===== src/design/vls_divider.sv =====
`timescale 1ns / 1ps
// Restoring divider that produces one quotient bit per cycle.
// Stand-alone; used by voxel_line_of_sight_unit for the ray step scaling.
module vls_divider #(
    parameter int NUM_W = 38,
    parameter int DEN_W = 21,
    parameter int QUO_W = 17
) (
    input  logic             aclk,
    input  logic             aresetn,
    input  logic             start,
    input  logic [NUM_W-1:0] num,
    input  logic [DEN_W-1:0] den,
    output logic             done,
    output logic [QUO_W-1:0] quo
);

    localparam int CNT_W = $clog2(QUO_W + 1);

    logic [DEN_W-1:0] rem_reg, rem_next;
    logic [QUO_W-1:0] quo_reg, quo_next;
    logic [DEN_W-1:0] den_reg, den_next;
    logic [CNT_W-1:0] cnt_reg, cnt_next;
    logic             busy_reg, busy_next;
    logic             done_reg, done_next;
    logic [DEN_W:0]   trial;
    logic [DEN_W:0]   diff;
    logic             fits;

    always_comb begin
        trial = {rem_reg, quo_reg[QUO_W-1]};
        diff  = trial - {1'b0, den_reg};
        fits  = (trial >= {1'b0, den_reg});
        rem_next  = rem_reg;
        quo_next  = quo_reg;
        den_next  = den_reg;
        cnt_next  = cnt_reg;
        busy_next = busy_reg;
        done_next = 1'b0;
        if (start) begin
            rem_next  = num[NUM_W-1:QUO_W];
            quo_next  = num[QUO_W-1:0];
            den_next  = den;
            cnt_next  = '0;
            busy_next = 1'b1;
        end else if (busy_reg) begin
            rem_next = fits ? diff[DEN_W-1:0] : trial[DEN_W-1:0];
            quo_next = {quo_reg[QUO_W-2:0], fits};
            cnt_next = cnt_reg + 1'b1;
            if (cnt_reg == CNT_W'(QUO_W - 1)) begin
                busy_next = 1'b0;
                done_next = 1'b1;
            end
        end
    end

    always_ff @(posedge aclk) begin
        if (!aresetn) begin
            busy_reg <= 1'b0;
            done_reg <= 1'b0;
            cnt_reg  <= '0;
        end else begin
            busy_reg <= busy_next;
            done_reg <= done_next;
            cnt_reg  <= cnt_next;
        end
        rem_reg <= rem_next;
        quo_reg <= quo_next;
        den_reg <= den_next;
    end

    assign done = done_reg;
    assign quo  = quo_reg;

endmodule

===== config.mk =====
export PLATFORM = sky130hd
export DESIGN_NAME = vls_divider
export DESIGN_NICKNAME = d
export VERILOG_FILES = /design/src/design/vls_divider.sv
export SDC_FILE = /design/constraint.sdc
export NUM_CORES = 1
export LEC_CHECK = 0
export ABC_AREA = 0
export BUFFER_PORTS_ARGS = -buffer_cell sky130_fd_sc_hd__buf_2
export CORE_AREA = 2 2 103 105
export DETAILED_ROUTE_END_ITERATION = 7
export DIE_AREA = 0 0 105 107
export GPL_TIMING_DRIVEN = 0
export HOLD_SLACK_MARGIN = 0.02
export PLACE_DENSITY = 0.58
export SYNTH_ARGS = -nofsm -noshare
export SYNTH_HDL_FRONTEND = slang
export SYNTH_SLANG_ARGS = --single-unit

===== constraint.sdc =====
create_clock -name aclk -period 3.55 [get_ports aclk]
set_input_delay 0.71 -clock aclk [delete_from_list [all_inputs] [get_ports aclk]]
set_output_delay 0.71 -clock aclk [all_outputs]
set_load 0.02 [all_outputs]

**Yosys cells after proc, flatten, opt, wreduce, memory -nomap -nowiden**

Cells that the tools add are included.

- Flip-flop bits (word level): 66
- Word-level logic and storage cells: 24
- Input port bits: 62

- Add/subtract/negate cells: 2
- Bitwise gates (word level): 2
- $lt $le $gt $ge: 1
- Eq/ne operators: 1
- Multiplexer cells: 9
- Reductions and logical operators: 3

Operators by type and width:

| cell | number |
|---|---|
| $mux 21 | 3 |
| $mux 17 | 2 |
| $ge 22x21->1 | 1 |
| $sub 21x21->21 | 1 |
| $add 5x1->5 const B | 1 |
| $eq 5x5->1 const B | 1 |
| $mux 1 | 4 |
| $reduce_or 3->1 | 1 |
| $not 1->1 | 2 |
| $reduce_bool 2->1 | 1 |
| $reduce_or 2->1 | 1 |

**Depth between registers and ports, before layout**

Gate-level depths: netlist of the first run.

- Depth in word-level cells: 4
- Mapped depth: 13
- Mapped depth without buffers: 11

**Least setup slack after synthesis of the first run**

No wires, ideal clock.

- Kind: flip-flop to flip-flop
- Start: register quo_reg[16] (netlist: quo[16])
- End: register rem_reg[3] (data pin)
- Slack: 0.523 ns
- Period minus slack after synthesis: 3.027 ns
- Stages on the path, launching flop included: 13
- Arrival: 2.767 ns
- Data required time: 3.290 ns
- Cell sequence: edfxtp_1 inv_1 ha_1 inv_1 fa_1 a21oi_1 o21ai_0 a211oi_2 nor3_2 or2_1 buf_6 mux2_4 mux2_2

- Longest elaborated chain between the ends: 4

Ends and longest elaborated chain:

| element | RTL line | source |
|---|---|---|
| start, declared | 21 | `logic [QUO_W-1:0] quo_reg, quo_next;` |
| start signal, assigned | 68 | `quo_reg <= quo_next;` |
| $sub 21x21->21 / $ge 22x21->1 (equally long branches) | 32, 33 |  |
| $mux 21 * | 47 | `rem_next = fits ? diff[DEN_W-1:0] : trial[DEN_W-1:0];` |
| $mux 21 * | 46 | `end else if (busy_reg) begin` |
| $mux 21 * | 40 | `if (start) begin` |
| net rem_next[3] | 20 | `logic [DEN_W-1:0] rem_reg, rem_next;` |
| end signal, assigned | 67 | `rem_reg <= rem_next;` |
| end, declared | 20 |  |

Mark *: on every way through the listed nets, which the timed path passes. The rest lies on a longest branch. The select of a mux whose other input is x is not followed.
A chain may end at the register's enable or synchronous reset.

**Worst setup path in the final report of the first run**

- Start: register quo_reg[16] (netlist: quo[16])
- End: register rem_reg[17] (data pin)

Same word-level chain as after synthesis.

==> results of run 1 <==
[timing repair]
| item | 4_1_cts | 5_1_grt |
|---|---|---|
| setup endpoints to repair | 0 | 38 |
| hold buffers | 0 | 0 |
| endpoints found under the hold margin | 0 | 0 |
| gates resized for setup | 0 | 1 |
[how the worst min path moves through the flow]
stage,from,to,slack (ns),depth (start not counted)
floorplan,cnt_reg[4],done,0.46,2
CTS,den[2],den_reg[2],0.51,1
finish,cnt_reg[4],done,0.52,2
global placement,cnt_reg[4],cnt_reg[4],0.50,2
global route,den[7],den_reg[7],0.50,1
detailed placement,cnt_reg[4],done,0.50,2
[worst reg2reg max path, cell delays in order (launching register included)]
cell and delay, ns:
sky130_fd_sc_hd__edfxtp_1 0.43, sky130_fd_sc_hd__inv_1 0.08, sky130_fd_sc_hd__ha_1 0.16, sky130_fd_sc_hd__inv_1 0.05, sky130_fd_sc_hd__fa_1 0.41, sky130_fd_sc_hd__a21oi_1 0.21
sky130_fd_sc_hd__o21ai_0 0.20, sky130_fd_sc_hd__a211oi_2 0.37, sky130_fd_sc_hd__nor3_2 0.14, sky130_fd_sc_hd__nor2_2 0.40, sky130_fd_sc_hd__buf_2 0.33, sky130_fd_sc_hd__a21oi_1 0.08
sky130_fd_sc_hd__o31ai_1 0.26
[Yosys cell counts (all sizes together) (6+ instances only)]
cell type / number
clkbuf: 10
edfxtp: 59
o31ai: 6
a21oi: 22
nor2: 18
mux2: 24
nand2: 19
nor3b: 6
ha: 23
nor2b: 7
nor3: 13
xor2: 8
inv: 34
mux2i: 6
a211o: 6
o21ai: 18
dfxtp: 7
a211oi: 6
xnor2: 11
nand3: 6
[metrics by stage]
step,cells,area (µm²)
floorplan,360,3960
detailed placement,575,4530
finish,591,4710
global route,591,4710
global placement,575,4530
CTS,591,4700
[power breakdown]
part           internal, µW  total [µW]  switching, µW  leakage (µW)
Combinational           540        1240            699       0.00124
Sequential             1000        1060           58.8      0.000646
Clock                   257         577            320     0.0000799
Total                  1800        2880           1080       0.00197
[cells in the final DEF (no fill, tap or decap), types with 7 or more instances in the layout]
cell | synthesis | routed
sky130_fd_sc_hd__nor2b_1 | 7 | 7
sky130_fd_sc_hd__nor2_1 | 17 | 17
sky130_fd_sc_hd__nor3_1 | 12 | 12
sky130_fd_sc_hd__buf_2 | 2 | 81
sky130_fd_sc_hd__o21ai_0 | 15 | 15
sky130_fd_sc_hd__clkbuf_1 | 10 | 10
sky130_fd_sc_hd__ha_1 | 23 | 23
sky130_fd_sc_hd__inv_1 | 34 | 34
sky130_fd_sc_hd__nand2_1 | 19 | 19
sky130_fd_sc_hd__dfxtp_1 | 7 | 7
sky130_fd_sc_hd__clkbuf_8 | 0 | 9
sky130_fd_sc_hd__edfxtp_1 | 59 | 59
sky130_fd_sc_hd__xnor2_1 | 11 | 11
sky130_fd_sc_hd__a21oi_1 | 21 | 21
sky130_fd_sc_hd__mux2_2 | 21 | 21
sky130_fd_sc_hd__xor2_1 | 8 | 8
[cell families after synthesis]
group	count (synthesis)
simple gates	85
compound gates	87
xor+xnor	19
buf+inv	49
flops	66
mux	30
fa+ha+maj	24
[layer usage]
metal	wire length (µm)	global-route usage (%)	share of wire [%]	vias to the layer above
li1	-	-	-	1518
met2	4310	28.3	47	81
met3	468	4.92	5.1	10
met5	0	0	0	-
met1	4370	22.7	47	1436
met4	99	4.29	1.1	0
[layout make-up]
class | instances | area (µm²)
plain buffers | 15 | 77.6
clock buffers | 9 | 124
clock inverters | 7 | 52.6
fillers | 989 | 5390
inverters | 34 | 128
multi-input cells | 245 | 1850
flip-flops and latches | 66 | 1910
well taps | 136 | 170
repair buffers | 79 | 395
==> results.py, run 1 <==
metrics = {
    "synth": {
        "muxShareOfSynthArea_pct": 8.62,
        "synthesis.nets": 446,
        "synth_simple_gate_area_share_pct": 10.9,
        "synthesized_area_mm2": 0.00396,
        "yosysUniqueCellTypes": 53,
        "synth_enable_flop_cells": 59,
        "share_of_async_settable_or_async_resettable_flops_after_synthesis_pct": 0,
        "synth-adder-area-share_pct": 7.77,
        "synth_top_area_share_pct": 44.7,
        "syn-mean-instance-area_um2": 11.0,
        "post_synth_xor_xnor_area_pct": 4.20,
        "synth_top_cell_by_area": "sky130_fd_sc_hd__edfxtp_1",
        "ys.warnings.count": 0,
        "synth_top_family_by_area": "compound AO/OA/AOI/OAI gates",
        "synth_compound_area_share_pct": 15.1,
        "proportion_of_synthesized_chip_area_in_sequential_cells_pct": 48.2,
        "synth.ff_latch_count": 66,
        "synth_top_cells_by_area": "sky130_fd_sc_hd__edfxtp_1, sky130_fd_sc_hd__ha_1, sky130_fd_sc_hd__mux2_2, sky130_fd_sc_hd__dfxtp_1, sky130_fd_sc_hd__inv_1",
        "postSynthCellCount": 360,
        "most_frequently_used_flop_master_after_synthesis": "sky130_fd_sc_hd__edfxtp_1",
    },
    "grt": {
        "pin_count_of_the_biggest_net_entering_global_routing": 39,
        "grt_first_pass_wirelength_um": 15200,
        "first_global_vias": 3116,
        "groute.usage.overall_pct": 17.3,
        "initial_antenna_violation_count": 0,
        "globalRoute.totalOverflow": 0,
    },
    "clock_network": {
        "cts_buffer_depth": 2,
        "path_clk_slew_ns": 0.08,
        "cts.sinks": 66,
        "clkLatencyLatePin_ns": 0.35,
        "post-cts-setup-buffer-count": 0,
        "clockRootBuffer": "sky130_fd_sc_hd__clkbuf_8",
        "cts-buffers-inserted": 9,
        "clock_tree_from_tritoncts": "done",
        "cts.htree.levels": 3,
    },
    "sta": {
        "max_slew.worst_pin.slew_ns": 0.705,
        "setup_tns_ns": 0,
        "final_max_slew_viol_count": 0,
        "unrepaired_setup_endpoints_after_global_routing": "no",
        "timing.final.crit_share_pct": 93.2,
        "slew-limit-headroom_pct": 53.0,
        "finClkSkew_ns": 0.0127,
        "timing.hold.ws_ns": 0.520,
        "worst_slack_ns": 0.242,
        "finalHoldViolCount": 0,
        "report.final.setup_viol": 0,
        "post-route-min-period_ns": 3.31,
        "clock.fmax_mhz": 302,
    },
    "layout": {
        "insertedDiodeCount": 0,
        "layout-drive-gt1-share_pct": 28.6,
        "nNetsFinal": 536,
        "layout.core_utilization_pct": 46.6,
        "flow.area_growth_from_synthesis_pct": 18.8,
    },
    "placement": {
        "finalWeightedCongestion": 0.863,
        "io_buffers": 79,
        "pre_cts_slack_ns": -0.282,
        "detailed_place_hpwl_um": 6780,
    },
    "drt": {
        "wirelength_um": 9240,
        "drtAntennaViolNets": 0,
        "avgViaCountPerCell": 5.15,
        "dr_wl_cell_um": 15.6,
        "drt-initial-drc-count": 109,
        "detailed_route_drc_error_count": 0,
        "drt_pre_antenna_iters": 4,
        "vias": 3045,
    },
    "setup_path": {
        "critical_path.max_stage_delay_ns": 0.43,
        "cp_cell_sequence": "inv_1 -> ha_1 -> inv_1 -> fa_1 -> a21oi_1 -> o21ai_0 -> a211oi_2 -> nor3_2 -> nor2_2 -> buf_2 -> a21oi_1 -> o31ai_1",
        "setup.worst_path.start": "quo[16]",
        "critical_path.reg2reg.endpoint": "rem_reg[17]",
        "regToRegSetupSlack_ns": 0.24,
        "timing.critical_path.max_delay_family": "compound AO/OA/AOI/OAI gates",
        "timing.critical_path.from_type": "flip-flop",
        "worstSetupEndpoint": "rem_reg[17]",
        "critPathRequiredTime_ns": 3.71,
        "worst-path-stages": 12,
        "critical_path.slowest_cell": "sky130_fd_sc_hd__edfxtp_1",
        "worstRegToRegCells": 12,
        "worstPathBufferInverterCount": 3,
        "path_class": "reg2reg",
        "crit_path_end_kind": "flip-flop",
        "worstPathArrival_ns": 3.47,
        "crit_fanout": 10,
        "reg2reg_from": "quo[16]",
    },
    "pwr": {
        "pwr_density_cell_mw_per_mm2": 611,
        "vdd_ir_drop_max_v": 0.000221,
        "post-layout-total-power_uw": 2880,
        "total_leakage_power_uw": 0.00197,
    },
    "job": {
        "cap_violations": 0,
    },
    "run_status": {
        "status": "completed",
    },
    "die": {
        "die_area_mm2": 0.0112,
        "num_rows": 37,
        "start_util_pct": 39.3,
        "floorplan.die.width_um": 105,
        "core_area_mm2": 0.0101,
        "design.portCount": 80,
        "fp.dieH_um": 107,
    },
    "min_path": {
        "class_of_the_most_critical_hold_timing_path": "reg2reg",
    },
}
Power figures use the tool's default switching activity.
==> run 2, diff against run 1 <==
--- a/config.mk
+++ b/config.mk
@@ -8,6 +8,7 @@
 export ABC_AREA = 0
 export BUFFER_PORTS_ARGS = -buffer_cell sky130_fd_sc_hd__buf_2
 export CORE_AREA = 2 2 103 105
+export CTS_BUF_LIST = sky130_fd_sc_hd__clkbuf_16
 export DETAILED_ROUTE_END_ITERATION = 7
 export DIE_AREA = 0 0 105 107
 export GPL_TIMING_DRIVEN = 0
==> run 2 against run 1 <==
Compared with the run above: count of clock-buffer cells in the layout is the same; worst hold slack lost 0.011 ns; cell area grew 2.2%; maximum frequency shrank 0.51%; combinational power is essentially flat; first-iteration DRC count grew 21%; sequential cell count is the same; sequential share of layout area shrank 0.86 points; register-to-register slack lost 0.02 ns; sequential power is essentially flat; power grew 8.7%; die area is the same.
==> results.py, run 2 (synthesis results as in run 1) <==
metrics = {
    "clock_network": {
        "cts-buffers-inserted": 9,
        "clock_tree_from_tritoncts": "done",
        "post-cts-setup-buffer-count": 0,
        "cts_buffer_depth": 2,
        "clockRootBuffer": "sky130_fd_sc_hd__clkbuf_16",
        "path_clk_slew_ns": 0.06,
        "cts.sinks": 66,
        "clkLatencyLatePin_ns": 0.33,
        "cts.htree.levels": 3,
    },
    "setup_path": {
        "reg2reg_from": "quo[16]",
        "setup.worst_path.start": "quo[16]",
        "timing.critical_path.from_type": "flip-flop",
        "critical_path.reg2reg.endpoint": "rem_reg[17]",
        "critPathRequiredTime_ns": 3.69,
        "worstSetupEndpoint": "rem_reg[17]",
        "path_class": "reg2reg",
        "worstRegToRegCells": 12,
        "regToRegSetupSlack_ns": 0.22,
        "crit_path_end_kind": "flip-flop",
        "worstPathArrival_ns": 3.47,
        "crit_fanout": 10,
    },
    "sta": {
        "setup_tns_ns": 0,
        "max_slew.worst_pin.slew_ns": 0.716,
        "report.final.setup_viol": 0,
        "timing.final.crit_share_pct": 93.7,
        "finalHoldViolCount": 0,
        "post-route-min-period_ns": 3.33,
        "final_max_slew_viol_count": 0,
        "worst_slack_ns": 0.225,
        "unrepaired_setup_endpoints_after_global_routing": "no",
        "clock.fmax_mhz": 301,
        "finClkSkew_ns": 0.0112,
        "slew-limit-headroom_pct": 52.3,
    },
    "die": {
        "design.portCount": 80,
        "die_area_mm2": 0.0112,
        "floorplan.die.width_um": 105,
        "core_area_mm2": 0.0101,
        "fp.dieH_um": 107,
        "start_util_pct": 39.3,
        "num_rows": 37,
    },
    "placement": {
        "detailed_place_hpwl_um": 6780,
        "io_buffers": 79,
        "dpl-instance-area_mm2": 0.00453,
        "pre_cts_slack_ns": -0.282,
        "placed_cells": 575,
        "finalWeightedCongestion": 0.863,
    },
    "drt": {
        "wirelength_um": 9300,
        "dr_wl_cell_um": 15.7,
        "drt_pre_antenna_iters": 4,
        "avgViaCountPerCell": 5.15,
        "drt-initial-drc-count": 132,
        "drtAntennaViolNets": 0,
        "vias": 3046,
        "detailed_route_drc_error_count": 0,
    },
    "layout": {
        "layout.cells.non_filler": 591,
        "insertedDiodeCount": 0,
        "layout.cells.most_common": "sky130_fd_sc_hd__buf_2",
        "flow.area_growth_from_synthesis_pct": 21.3,
        "layout-drive-gt1-share_pct": 28.6,
        "postLayoutCellArea_mm2": 0.00481,
        "nNetsFinal": 536,
        "leading_cell_types_in_the_layout_fill_and_taps_excluded": "sky130_fd_sc_hd__buf_2, sky130_fd_sc_hd__edfxtp_1, sky130_fd_sc_hd__inv_1, sky130_fd_sc_hd__ha_1",
    },
    "pwr": {
        "vdd_ir_drop_max_v": 0.000273,
        "post-layout-total-power_uw": 3130,
        "pwr_density_cell_mw_per_mm2": 651,
        "total_leakage_power_uw": 0.00201,
    },
    "job": {
        "cap_violations": 0,
    },
    "grt": {
        "globalRoute.totalOverflow": 0,
        "groute.usage.overall_pct": 17.4,
        "grt_first_pass_wirelength_um": 15300,
        "pin_count_of_the_biggest_net_entering_global_routing": 39,
        "first_global_vias": 3110,
        "initial_antenna_violation_count": 0,
    },
    "run_status": {
        "status": "completed",
    },
    "min_path": {
        "class_of_the_most_critical_hold_timing_path": "reg2reg",
    },
}
## run 2: layout make-up
| class | instances | area (µm²) |
|---|---|---|
| fill | 971 | 5280 |
| sequential | 66 | 1910 |
| multi-input combinational | 245 | 1850 |
| timing repair buffer | 79 | 395 |
| clock buffer | 9 | 225 |
| tap | 136 | 170 |
| inverter | 34 | 128 |
| buffer | 15 | 77.6 |
| clock inverter | 7 | 52.6 |
## run 2: where the power goes
| part | leakage, µW | internal [µW] | total, µW | switching (µW) |
|---|---|---|---|---|
| Clock | 0.000126 | 476 | 826 | 350 |
| Combinational | 0.00124 | 540 | 1240 | 699 |
| Sequential | 0.000646 | 1010 | 1060 | 58.6 |
| Total | 0.00201 | 2020 | 3130 | 1110 |
## run 2: metrics by stage
step,hold WS [ns],utilization [%]
finish,0.509,47.6
global route,0.537,47.6
CTS,0.515,47.6
detailed placement,0.497,44.9
global placement,0.502,44.9
floorplan,0.462,-
## run 2: worst max-delay path: stages (launching register included)
cell	delay, ns
sky130_fd_sc_hd__edfxtp_1	0.42
sky130_fd_sc_hd__inv_1	0.08
sky130_fd_sc_hd__ha_1	0.16
sky130_fd_sc_hd__inv_1	0.05
sky130_fd_sc_hd__fa_1	0.41
sky130_fd_sc_hd__a21oi_1	0.21
sky130_fd_sc_hd__o21ai_0	0.20
sky130_fd_sc_hd__a211oi_2	0.37
sky130_fd_sc_hd__nor3_2	0.14
sky130_fd_sc_hd__nor2_2	0.41
sky130_fd_sc_hd__buf_2	0.34
sky130_fd_sc_hd__a21oi_1	0.08
sky130_fd_sc_hd__o31ai_1	0.26
## run 2: per-layer routing
| metal | up-vias | wire length [µm] | GRT usage, % |
|---|---|---|---|
| met4 | 0 | 82 | 6.29 |
| met2 | 78 | 4350 | 28.4 |
| li1 | 1519 | - | - |
| met3 | 9 | 446 | 3.83 |
| met1 | 1440 | 4420 | 22.7 |
| met5 | - | 0 | 0 |
## run 2: repair_timing
| item | CTS | global route |
|---|---|---|
| hold endpoints to repair | 0 | 0 |
| setup endpoints to repair | 0 | 38 |
| gates resized for setup | 0 | 1 |
| hold buffers | 0 | 0 |
## run 2: how the worst min path moves through the flow
stage / from / endpoint / slack [ns] / cells past startpoint
detailed placement: cnt_reg[4] / done / 0.50 / 2
floorplan: cnt_reg[4] / done / 0.46 / 2
global route: den[7] / den_reg[7] / 0.54 / 1
CTS: cnt_reg[4] / done / 0.52 / 2
finish: cnt_reg[4] / done / 0.51 / 2
global placement: cnt_reg[4] / cnt_reg[4] / 0.50 / 2
